**src/hw/rtl/lsc_pkg.sv**
```systemverilog
package lsc_pkg;
    localparam int CORDIC_STEPS = 24;
    localparam int ZW           = 32;
    localparam int CW           = 33;
    localparam int MAX_POINTS   = 32768;
    localparam int RANGE_BITS   = 18;
    localparam int ANGLE_BITS   = 16;
    localparam logic signed [CW-1:0] CORDIC_K = 33'sd652032874;

    localparam logic [1:0] REG_TILT  = 2'd0;
    localparam logic [1:0] REG_FWD   = 2'd1;
    localparam logic [1:0] REG_ZERO  = 2'd2;

    function automatic logic [ZW-1:0] atan_entry(input logic [4:0] i);
        logic [ZW-1:0] v;
        begin
            unique case (i)
                5'd0:  v = 32'd536870912;
                5'd1:  v = 32'd316933406;
                5'd2:  v = 32'd167458907;
                5'd3:  v = 32'd85004756;
                5'd4:  v = 32'd42667331;
                5'd5:  v = 32'd21354465;
                5'd6:  v = 32'd10679838;
                5'd7:  v = 32'd5340245;
                5'd8:  v = 32'd2670163;
                5'd9:  v = 32'd1335087;
                5'd10: v = 32'd667544;
                5'd11: v = 32'd333772;
                5'd12: v = 32'd166886;
                5'd13: v = 32'd83443;
                5'd14: v = 32'd41722;
                5'd15: v = 32'd20861;
                5'd16: v = 32'd10430;
                5'd17: v = 32'd5215;
                5'd18: v = 32'd2608;
                5'd19: v = 32'd1304;
                5'd20: v = 32'd652;
                5'd21: v = 32'd326;
                5'd22: v = 32'd163;
                5'd23: v = 32'd81;
                default: v = '0;
            endcase
            return v;
        end
    endfunction

    typedef struct packed {
        logic signed [17:0] c;
        logic signed [17:0] s;
    } sincos_t;
endpackage

```
**src/hw/rtl/lsc_cordic.sv**
```systemverilog
// one cordic step per cycle, first quadrant, quadrant fix-up after
module lsc_cordic (
    input  logic                 clk,
    input  logic                 rst_n,
    input  logic                 start,
    input  logic [31:0]          phase,
    output logic                 done,
    output lsc_pkg::sincos_t     result
);
    logic signed [lsc_pkg::CW-1:0] x_reg, y_reg;
    logic signed [lsc_pkg::ZW:0]   z_reg;
    logic [4:0]                    step_reg;
    logic                          busy_reg;
    logic [1:0]                    quad_reg;
    logic signed [lsc_pkg::CW-1:0] dx, dy, xr, yr;
    logic signed [lsc_pkg::ZW:0]   at;
    logic signed [17:0]            cv, sv;

    assign dx = y_reg >>> step_reg;
    assign dy = x_reg >>> step_reg;
    assign at = {1'b0, lsc_pkg::atan_entry(step_reg)};

    always_ff @(posedge clk or negedge rst_n)
    begin
        if (!rst_n)
        begin
            busy_reg <= 1'b0;
            step_reg <= '0;
            done     <= 1'b0;
        end
        else
        begin
            done <= 1'b0;
            if (start)
            begin
                busy_reg <= 1'b1;
                step_reg <= '0;
                x_reg    <= lsc_pkg::CORDIC_K;
                y_reg    <= '0;
                z_reg    <= {3'b0, phase[29:0]};
                quad_reg <= phase[31:30];
            end
            else if (busy_reg)
            begin
                if (!z_reg[lsc_pkg::ZW])
                begin
                    x_reg <= x_reg - dx;
                    y_reg <= y_reg + dy;
                    z_reg <= z_reg - at;
                end
                else
                begin
                    x_reg <= x_reg + dx;
                    y_reg <= y_reg - dy;
                    z_reg <= z_reg + at;
                end
                if (step_reg == 5'(lsc_pkg::CORDIC_STEPS - 1))
                begin
                    busy_reg <= 1'b0;
                    done     <= 1'b1;
                end
                step_reg <= step_reg + 5'd1;
            end
        end
    end

    function automatic logic signed [17:0] rnd14(input logic signed [lsc_pkg::CW-1:0] v);
        logic signed [lsc_pkg::CW-1:0] a, r;
        begin
            a = v[lsc_pkg::CW-1] ? -v : v;
            r = (a + 33'sd8192) >>> 14;
            if (r > 33'sd65536)
                r = 33'sd65536;
            return v[lsc_pkg::CW-1] ? -18'(r) : 18'(r);
        end
    endfunction

    assign xr = x_reg;
    assign yr = y_reg;
    assign cv = rnd14(xr);
    assign sv = rnd14(yr);

    always_comb
    begin
        unique case (quad_reg)
            2'd0: begin result.c = cv;  result.s = sv;  end
            2'd1: begin result.c = -sv; result.s = cv;  end
            2'd2: begin result.c = -cv; result.s = -sv; end
            default: begin result.c = sv; result.s = -cv; end
        endcase
    end
endmodule

```
**src/hw/rtl/lsc_serial_mul.sv**
```systemverilog
// shift-add multiplier, one multiplier bit a cycle, then round >>16 half away from zero
module lsc_serial_mul (
    input  logic               clk,
    input  logic               rst_n,
    input  logic               start,
    input  logic signed [19:0] a,
    input  logic signed [17:0] b,
    output logic               done,
    output logic signed [21:0] prod
);
    logic [19:0]        mag_a_reg;
    logic [16:0]        mag_b_reg;
    logic [36:0]        acc_reg;
    logic               neg_reg;
    logic [4:0]         cnt_reg;
    logic               busy_reg;
    logic [36:0]        rnd;

    always_ff @(posedge clk or negedge rst_n)
    begin
        if (!rst_n)
        begin
            busy_reg <= 1'b0;
            done     <= 1'b0;
            cnt_reg  <= '0;
        end
        else
        begin
            done <= 1'b0;
            if (start)
            begin
                busy_reg  <= 1'b1;
                cnt_reg   <= '0;
                acc_reg   <= '0;
                mag_a_reg <= a[19] ? 20'(-a) : 20'(a);
                mag_b_reg <= b[17] ? 17'(-b) : 17'(b);
                neg_reg   <= a[19] ^ b[17];
            end
            else if (busy_reg)
            begin
                if (mag_b_reg[0])
                    acc_reg <= acc_reg + (37'(mag_a_reg) << cnt_reg);
                mag_b_reg <= mag_b_reg >> 1;
                cnt_reg   <= cnt_reg + 5'd1;
                if (cnt_reg == 5'd16)
                begin
                    busy_reg <= 1'b0;
                    done     <= 1'b1;
                end
            end
        end
    end

    assign rnd  = (acc_reg + 37'd32768) >> 16;
    assign prod = neg_reg ? -22'(rnd) : 22'(rnd);
endmodule

```
**src/hw/rtl/lidar_spherical_to_cartesian_filter_top.sv**
```systemverilog
// channel | direction | handshake           | payload
// in      | to block  | in_valid/in_ready   | range_mm azimuth elevation frame_last
// out     | from block| out_valid/out_ready | kept slot x_mm y_mm z_mm overflow frame_end point_count
// cfg     | to block  | cfg_valid/cfg_ready | cfg_index cfg_data
// one request at a time: a new request is taken only once the previous one is
// through, paced by the shared cordic (two 24-step passes) and the 17-step
// serial multiplier (four passes)
// reset clears slot counter and control, loads register defaults
// output register holds the result while out_ready is low; the next request
// is taken only once the previous result has left
module lidar_spherical_to_cartesian_filter_top (
    input  logic               clk,
    input  logic               rst_n,
    input  logic               in_valid,
    output logic               in_ready,
    input  logic [17:0]        range_mm,
    input  logic signed [15:0] azimuth,
    input  logic signed [15:0] elevation,
    input  logic               frame_last,
    output logic               out_valid,
    input  logic               out_ready,
    output logic               kept,
    output logic [14:0]        slot,
    output logic signed [18:0] x_mm,
    output logic signed [18:0] y_mm,
    output logic signed [18:0] z_mm,
    output logic               overflow,
    output logic               frame_end,
    output logic [15:0]        point_count,
    input  logic               cfg_valid,
    output logic               cfg_ready,
    input  logic [1:0]         cfg_index,
    input  logic [17:0]        cfg_data
);
    typedef enum logic [3:0] {
        S_IDLE, S_AZ, S_AZW, S_EL, S_ELW, S_RC, S_RCW, S_X, S_XW, S_Y, S_YW,
        S_Z, S_ZW, S_DEC, S_OUT
    } state_t;

    state_t              state_reg;
    logic [15:0]         tilt_reg;
    logic [17:0]         fwd_reg;
    logic [9:0]          zero_reg;
    logic [16:0]         next_slot_reg;
    logic [17:0]         r_reg;
    logic [15:0]         az_reg, el_reg;
    logic                last_reg;
    lsc_pkg::sincos_t    az_sc_reg, el_sc_reg;
    logic signed [19:0]  rc_reg;
    logic signed [21:0]  x_full_reg, y_full_reg, z_full_reg;

    logic                cor_start, cor_done;
    logic [31:0]         cor_phase;
    lsc_pkg::sincos_t    cor_res;
    logic                mul_start, mul_done;
    logic signed [19:0]  mul_a;
    logic signed [17:0]  mul_b;
    logic signed [21:0]  mul_p;
    logic signed [18:0]  xs, ys, zs;
    logic                pass, room;

    lsc_cordic u_cordic (
        .clk(clk), .rst_n(rst_n), .start(cor_start), .phase(cor_phase),
        .done(cor_done), .result(cor_res)
    );

    lsc_serial_mul u_mul (
        .clk(clk), .rst_n(rst_n), .start(mul_start), .a(mul_a), .b(mul_b),
        .done(mul_done), .prod(mul_p)
    );

    // elevation minus tilt wraps around the full turn
    assign cor_phase = (state_reg == S_AZ) ? {az_reg, 16'd0} : {el_reg - tilt_reg, 16'd0};
    assign cor_start = (state_reg == S_AZ) || (state_reg == S_EL);
    assign mul_start = (state_reg == S_RC) || (state_reg == S_X) ||
                       (state_reg == S_Y) || (state_reg == S_Z);

    always_comb
    begin
        unique case (state_reg)
            S_RC:    begin mul_a = 20'(signed'({2'b0, r_reg})); mul_b = el_sc_reg.c; end
            S_X:     begin mul_a = rc_reg; mul_b = az_sc_reg.c; end
            S_Y:     begin mul_a = rc_reg; mul_b = az_sc_reg.s; end
            default: begin mul_a = 20'(signed'({2'b0, r_reg})); mul_b = el_sc_reg.s; end
        endcase
    end

    function automatic logic signed [18:0] sat19(input logic signed [21:0] v);
        begin
            if (v > 22'sd262143)
                return 19'sd262143;
            else if (v < -22'sd262144)
                return -19'sd262144;
            return 19'(v);
        end
    endfunction

    function automatic logic [18:0] mag19(input logic signed [18:0] v);
        begin
            return v[18] ? 19'(-v) : 19'(v);
        end
    endfunction

    assign xs   = sat19(x_full_reg);
    assign ys   = sat19(y_full_reg);
    assign zs   = sat19(z_full_reg);
    assign pass = ((mag19(xs) > 19'(zero_reg)) || (mag19(ys) > 19'(zero_reg)) ||
                   (mag19(zs) > 19'(zero_reg))) &&
                  (xs[18] || (xs < 19'(signed'({1'b0, fwd_reg}))));
    assign room = next_slot_reg < 17'(lsc_pkg::MAX_POINTS);

    assign in_ready  = (state_reg == S_IDLE);
    assign cfg_ready = 1'b1;
    assign out_valid = (state_reg == S_OUT);

    always_ff @(posedge clk or negedge rst_n)
    begin
        if (!rst_n)
        begin
            state_reg     <= S_IDLE;
            tilt_reg      <= 16'd2549;
            fwd_reg       <= 18'd75000;
            zero_reg      <= 10'd1;
            next_slot_reg <= '0;
        end
        else
        begin
            if (cfg_valid)
            begin
                priority case (cfg_index)
                    lsc_pkg::REG_TILT: tilt_reg <= cfg_data[15:0];
                    lsc_pkg::REG_FWD:  fwd_reg  <= cfg_data;
                    lsc_pkg::REG_ZERO: zero_reg <= cfg_data[9:0];
                    default: ;
                endcase
            end
            unique case (state_reg)
                S_IDLE:
                begin
                    if (in_valid)
                    begin
                        r_reg     <= range_mm;
                        az_reg    <= azimuth;
                        el_reg    <= elevation;
                        last_reg  <= frame_last;
                        state_reg <= S_AZ;
                    end
                end
                S_AZ:  state_reg <= S_AZW;
                S_AZW: if (cor_done) begin az_sc_reg <= cor_res; state_reg <= S_EL; end
                S_EL:  state_reg <= S_ELW;
                S_ELW: if (cor_done) begin el_sc_reg <= cor_res; state_reg <= S_RC; end
                S_RC:  state_reg <= S_RCW;
                S_RCW: if (mul_done) begin rc_reg <= 20'(mul_p); state_reg <= S_X; end
                S_X:   state_reg <= S_XW;
                S_XW:  if (mul_done) begin x_full_reg <= mul_p; state_reg <= S_Y; end
                S_Y:   state_reg <= S_YW;
                S_YW:  if (mul_done) begin y_full_reg <= mul_p; state_reg <= S_Z; end
                S_Z:   state_reg <= S_ZW;
                S_ZW:  if (mul_done) begin z_full_reg <= mul_p; state_reg <= S_DEC; end
                S_DEC:
                begin
                    kept        <= pass && room;
                    overflow    <= pass && !room;
                    slot        <= (pass && room) ? next_slot_reg[14:0] : 15'd0;
                    x_mm        <= xs;
                    y_mm        <= ys;
                    z_mm        <= zs;
                    frame_end   <= last_reg;
                    point_count <= (pass && room) ? 16'(next_slot_reg + 17'd1)
                                                  : next_slot_reg[15:0];
                    if (last_reg)
                        next_slot_reg <= '0;
                    else if (pass && room)
                        next_slot_reg <= next_slot_reg + 17'd1;
                    state_reg <= S_OUT;
                end
                S_OUT: if (out_ready) state_reg <= S_IDLE;
                default: state_reg <= S_IDLE;
            endcase
        end
    end
endmodule

```
**config.mk**
```make
export PLATFORM = sky130hd
export DESIGN_NAME = lidar_spherical_to_cartesian_filter_top
export DESIGN_NICKNAME = d
export VERILOG_FILES = /design/src/hw/rtl/lsc_pkg.sv /design/src/hw/rtl/lsc_cordic.sv /design/src/hw/rtl/lsc_serial_mul.sv /design/src/hw/rtl/lidar_spherical_to_cartesian_filter_top.sv
export SDC_FILE = /design/constraint.sdc
export NUM_CORES = 2
export LEC_CHECK = 0
export BUFFER_PORTS_ARGS = -buffer_cell sky130_fd_sc_hd__clkbuf_2
export CAP_MARGIN = 20
export CORE_MARGIN = 8
export CORE_UTILIZATION = 50
export DETAILED_ROUTE_END_ITERATION = 7
export GPL_TIMING_DRIVEN = 1
export PLACE_DENSITY = 0.65
export RECOVER_POWER = 50
export SLEW_MARGIN = 20
export SYNTH_ARGS = -nofsm -noshare
export SYNTH_HDL_FRONTEND = slang
export SYNTH_SLANG_ARGS = --single-unit
export TNS_END_PERCENT = 1
```
**constraint.sdc**
```tcl
create_clock -name clk -period 16.45 [get_ports clk]
set_input_delay 3.29 -clock clk [delete_from_list [all_inputs] [get_ports clk]]
set_output_delay 3.29 -clock clk [all_outputs]
set_load 0.05 [all_outputs]
```
; After elaboration in Yosys (flattened, before gate mapping)
; Memories as Yosys holds them, arrays and structs flattened.
; Cells that the tools add are included.
; W data, S select, Z words.
[classes]
n_addsub = 26
bitwise_logic = 1
eq_ne = 28
shift = 3
muxes = 70
magnitude_cmp = 13
reduce_logical = 35
[ops]
columns = cell, count
row1 = $mux W33, 8
row2 = $mux W19, 13
row3 = $pmux W36 S3, 1
row4 = $add A33 B33 Y33, 3
row5 = $sub A33 B33 Y33, 3
row6 = $mux W17, 5
row7 = $mux W37, 2
row8 = $mux W18, 4
row9 = $neg A18 Y18, 4
row10 = $add A33 B15 Y33 const B, 2
row11 = $gt A22 B19 Y1 const B, 3
row12 = $lt A22 B19 Y1 const B, 3
row13 = $neg A33 Y33, 2
row14 = $sshr A33 B5 Y33, 2
row15 = $pmux W4 S15, 1
row16 = $gt A19 B10 Y1, 3
row17 = $neg A19 Y19, 3
row18 = $pmux W18 S3, 1
row19 = $gt A19 B18 Y1 const B, 2
row20 = $add A37 B16 Y37 const B, 1
row21 = $add A37 B37 Y37, 1
row22 = $shl A20 B5 Y37, 1
row23 = $mux W32, 1
row24 = $mux W4, 8
row25 = other kinds (34), 99
[word_totals]
regBits = 555
memories = 1
inputBits = 76
out_inout_bits = 94
rom_bits = 960
[memory_table]
columns = name, words, width, read_ports, rd_clocked_by_memory_dff, write_ports, line_no
row1 = (no name shown), 32, 30, 1, 0, 0, lsc_pkg.sv:17  ; unique case (i)

; Logic depth before layout (Yosys ltp)
[logic_depth]
ltp_word = 13
mapped_depth = 34
ltp_nobuf = 28

; Modules after synthesis
; A second synthesis with hierarchy kept.
[unflattened]
cells_unflattened = 5335
hier_area_um2 = 48093.6
[modules_own_cells]
columns = module, area_per_inst_um2, seq_area_each_um2, cells_each, instances
row1 = lsc_cordic, 21476.8, 3208.1, 2720, 1
row2 = lidar_spherical_to_cartesian_filter_top, 18312.6, 10656.5, 1609, 1
row3 = lsc_serial_mul, 8304.2, 2427.3, 1006, 1

; Worst setup path after synthesis
; Ideal clock, no wire load.
[synth_timing]
kind = reg-to-reg
from = reg u_cordic.x_reg[32] (netlist name)
to = reg az_sc_reg[30] (netlist name) (data pin)
path_stages_with_launch = 33
t_arrival_ns = 7.640
setup_time_ns = 0.262
required_time_ns = 16.188
slack_ns = 8.548
path_buffers = 9
cell_sequence = edfxtp_1 > clkbuf_1 > clkbuf_1 > buf_1 > clkbuf_1 > buf_1 > clkbuf_1 > clkbuf_1 > o21ai_0 > xnor2_1 > ha_1 > clkbuf_1 > inv_1 > nor2_1 > o311ai_1 > or3_1 > a21oi_2 > nand2_1 > o31ai_4 > buf_2 > nand3b_1 > ha_1 > nand2_1 > o31ai_1 > inv_1 > ha_1 > inv_1 > o32ai_1 > and2_1 > or4b_2 > nand2_1 > mux4_2 > nand2_1
[synth_lines]
columns = element, line_no
row1 = start: declaration, lsc_cordic.sv:10  ; logic signed [lsc_pkg::CW-1:0] x_reg, y_reg;
row2 = start signal: assignment, lsc_cordic.sv:38  ; x_reg <= lsc_pkg::CORDIC_K;
row3 = start signal: assignment, lsc_cordic.sv:47  ; x_reg <= x_reg - dx;
row4 = start signal: assignment, lsc_cordic.sv:53  ; x_reg <= x_reg + dx;
row5 = end signal: assignment, lidar_spherical_to_cartesian_filter_top.sv:150  ; S_AZW: if (cor_done) begin az_sc_reg <= cor_res; state_reg <= S_EL; end
row6 = end: declaration, lidar_spherical_to_cartesian_filter_top.sv:48  ; lsc_pkg::sincos_t az_sc_reg, el_sc_reg;

; Worst setup path after layout
[layout_timing]
from = reg u_cordic.step_reg[0]
to = reg u_cordic.y_reg[32] (netlist name) (data pin)
[layout_via]
elab_chain_cells = 4
[layout_rtl]
columns = element, line_no
row1 = start: declaration, lsc_cordic.sv:12  ; logic [4:0] step_reg;
row2 = start signal: assignment, lsc_cordic.sv:62  ; step_reg <= step_reg + 5'd1;
row3 = $sshr A33 B5 Y33 (*), lsc_cordic.sv:20  ; assign dy = x_reg >>> step_reg;
row4 = $add A33 B33 Y33 / $sub A33 B33 Y33 (equally long branches), "lsc_cordic.sv:48, lsc_cordic.sv:54"
row5 = $mux W33 (*), lsc_cordic.sv:45  ; if (!z_reg[lsc_pkg::ZW])
row6 = $mux W33 (*), lsc_cordic.sv:43  ; else if (busy_reg)
row7 = end signal: assignment, lsc_cordic.sv:48  ; y_reg <= y_reg + dy;
row8 = end signal: assignment, lsc_cordic.sv:54  ; y_reg <= y_reg - dy;
row9 = end: declaration, lsc_cordic.sv:10
; Every way passes the cells marked *; elsewhere a longest branch is shown, timed or not.
; A chain may end at the register's enable or synchronous reset.

==> metrics.md <==
| Metric | Value |
|---|---|
| Status | complete, but fails checks |
| Failing checks | capacitance limit, slew limit |
| Ratio of cells with drive above 1 in the final layout | between 10% and 20% |
| Worst Path Required | 16.78 ns |
| CP max FO | 47 |
| Gr usage total | 24.4% |
| Worst slew pin tran | 3.86 ns |
| Post-CTS setup buffer count | 0 |
| Total I/O pin count | 170 |
| Mean post-synth cell area | 9.01 um^2 |
| Post-CTS Hold Buffers | 0 |
| Synth warn | 0 |
| Vias in the first global route | 36220 |
| CP Class | register to register |
| Most common cell after layout, fill and taps aside | nand2_1 |
| Critical Path Source Type | register |
| Total wire length | 130 mm |
| Clk sink count | 555 |
| Data arrival, critical path | 10.43 ns |
| Tcrit/Tclk final | around three fifths |
| Gr ovfl total | 0 |
| H-Tree Depth | 3 |
| Seq/Total Area, Yosys | a little over a third |
| GPL Wtd Cong | 0.952 |
| CTS Buffer Depth | 3 |
| Global-route wire length before repair | 205 mm |
| Largest register FFs | 37 |
| FF-to-FF setup slack | ~6.3 ns |
| DR pass1 iterations | 6 |
| Die height | around 320 um |
| Post-synth EDFFs | roughly 480 |
| Count of unique library cells instantiated by Yosys | 105 |
| Vias per cell | around 6.2 |
| Core Area | 91500 um^2 |
| Max frequency | 99.0 MHz |
| Skew final | about 0.054 ns |
| Worst-Skew Late Latency | between 0.6 and 0.7 ns |
| Slew Limit Fails | 484 |
| Most used cells in the layout excluding fill and tap cells | nand2_1 (566), nor2_1 (478), edfxtp_1 (476) |
| Main synth FF type | edfxtp_1 |
| Mapped Area | 46100 um^2 |
| Die X | 320 um |
| Post-route ant nets | 0 |
| Post_cts resized | 0 |
| Number of standard cells after synthesis | 5121 |
| RSZ-0062 raised after global routing | false |
| Setup WS pre-CTS | about 8.0 ns |
| Antenna cell count | 0 |
| Yosys top cell by area | edfxtp_1 |
| Rows | between 100 and 150 |
| Layout area overhead | 8.38% |
| Crit. End Element | register |
| Final Hold Fails | 0 |
| Ranking of synthesized cells by area | edfxtp_1 (31%), ha_1 (5.9%), mux4_2 (4.9%), nand2_1 (4.6%), xnor2_1 (4.4%) |
| Clock Pin Slew Worst Setup and Hold Paths | 0.06 ns |
| Final WS setup | 6.35 ns |
| Synth async-reset ratio | 14.2% |
| Initial Utilization | 50.4% |
| #FFs+latches synth | 555 |
| Via Count | 39059 |
| I/O Buffers | about 170 |
| Minimum clock period | roughly 10 ns |
| Synth Net Count | 5421 |
| WL/cell | 20.5 um |
| Filler cell count | 8288 |
| Initial antenna violation count | 2 |
| Largest net degree at the start of global routing | 97 |
| Post-synth top area share | 31.0% |
| TNS Setup | 0 ns |
| Rel. slew slack | -158% |
| Nets | 5403 |
| Max Cap Viol | 11 |
| CTS buffer count | 66 |
| HP Class | register to register |
| DRT iter0 DRCs | 4112 |
| Detail Placement HPWL | about 95 mm |
| Total die area | 102000 um^2 |
| CTS tree | done |
| Final setup viols | 0 |
| Clk root buf | clkbuf_16 |
| DRC | 0 |
-- through the flow --
stage               cells  cell area, um^2  utilization, %  hold slack (ns)
detailed placement   6220            47900            52.3            0.493
finish               6342            50000            54.6            0.505
floorplan            5121            46100               -            0.424
global placement     6220            47900            52.3            0.483
global route         6342            50000            54.6            0.525
CTS                  6341            50100            54.8            0.506
-- final cells by class --
cell class	instances	area, um^2	area share, %
sequential	555	16300	32.6
timing repair buffer	235	1270	2.54
multi-input combinational	4069	28000	56.0
clock inverter	37	487	0.973
tap	1186	1480	2.97
inverter	176	661	1.32
clock buffer	84	1800	3.60
-- layer usage --
metal | part of all wire, % | GRT usage (%)
met1 | 44 | 33.7
met2 | 47 | 40.1
met3 | 6.3 | 3.06
met4 | 2.9 | 7.40
met5 | 0 | 0
-- critical path, cell delays in order (launching register included) --
cell       delay, ns
dfrtp_1         1.44
clkbuf_1        2.02
mux4_2          0.73
mux2i_1         0.21
nand2_1         0.07
o21ai_0         0.17
nor2_1          0.13
nor2_1          0.28
ha_1            0.17
o21ai_0         0.13
fa_1            0.50
a21o_1          0.18
a21o_1          0.21
a2111oi_0       0.71
o31ai_1         0.22
o41a_1          0.40
a41oi_1         0.34
a31oi_1         0.29
a211o_1         0.34
a31oi_1         0.25
nor2b_1         0.08
o21a_1          0.19
o41ai_1         0.32
xor2_1          0.14
o211ai_1        0.18
o31ai_1         0.09
-- synth_stat cells, drive strengths merged (27+ instances only) --
| library cell | n |
|---|---|
| a211oi | 53 |
| a21boi | 27 |
| a21o | 84 |
| a21oi | 346 |
| a31oi | 70 |
| and2 | 72 |
| and3 | 62 |
| buf | 57 |
| clkbuf | 264 |
| dfrtp | 62 |
| edfxtp | 476 |
| ha | 219 |
| inv | 172 |
| mux2 | 60 |
| mux2i | 158 |
| mux4 | 101 |
| nand2 | 566 |
| nand2b | 62 |
| nand3 | 111 |
| nand4 | 55 |
| nor2 | 482 |
| nor2b | 55 |
| nor3 | 147 |
| nor4 | 40 |
| o21a | 73 |
| o21ai | 339 |
| o31ai | 52 |
| or2 | 36 |
| or3 | 35 |
| xnor2 | 232 |
| xor2 | 152 |
-- final timing paths --
path / from / to / cells after the start
max: u_cordic.step_reg[0] / u_cordic.y_reg[32] / 25
min: fwd_reg[0] / fwd_reg[0] / 1
max reg2reg: u_cordic.step_reg[0] / u_cordic.y_reg[32] / 25
min reg2reg: fwd_reg[0] / fwd_reg[0] / 1
max in group asynchronous: rst_n / u_cordic.step_reg[1] / 2
min in group asynchronous: rst_n / u_mul.busy_reg / 1
-- kinds of logic after synthesis --
| logic type | after synthesis | synth area share [%] |
|---|---|---|
| compound gates | 1348 | 18.9 |
| xor+xnor | 384 | 7.29 |
| fa+ha+maj | 224 | 6.15 |
| buf+inv | 497 | 4.10 |
| flops | 555 | 35.3 |
| mux | 319 | 9.82 |
| other cells | 1 | 0.00813 |
| simple gates | 1793 | 18.4 |
Power is left out: the tool's default activity adds up to more than one toggle a clock period on the data nets, which glitch-free logic cannot reach.
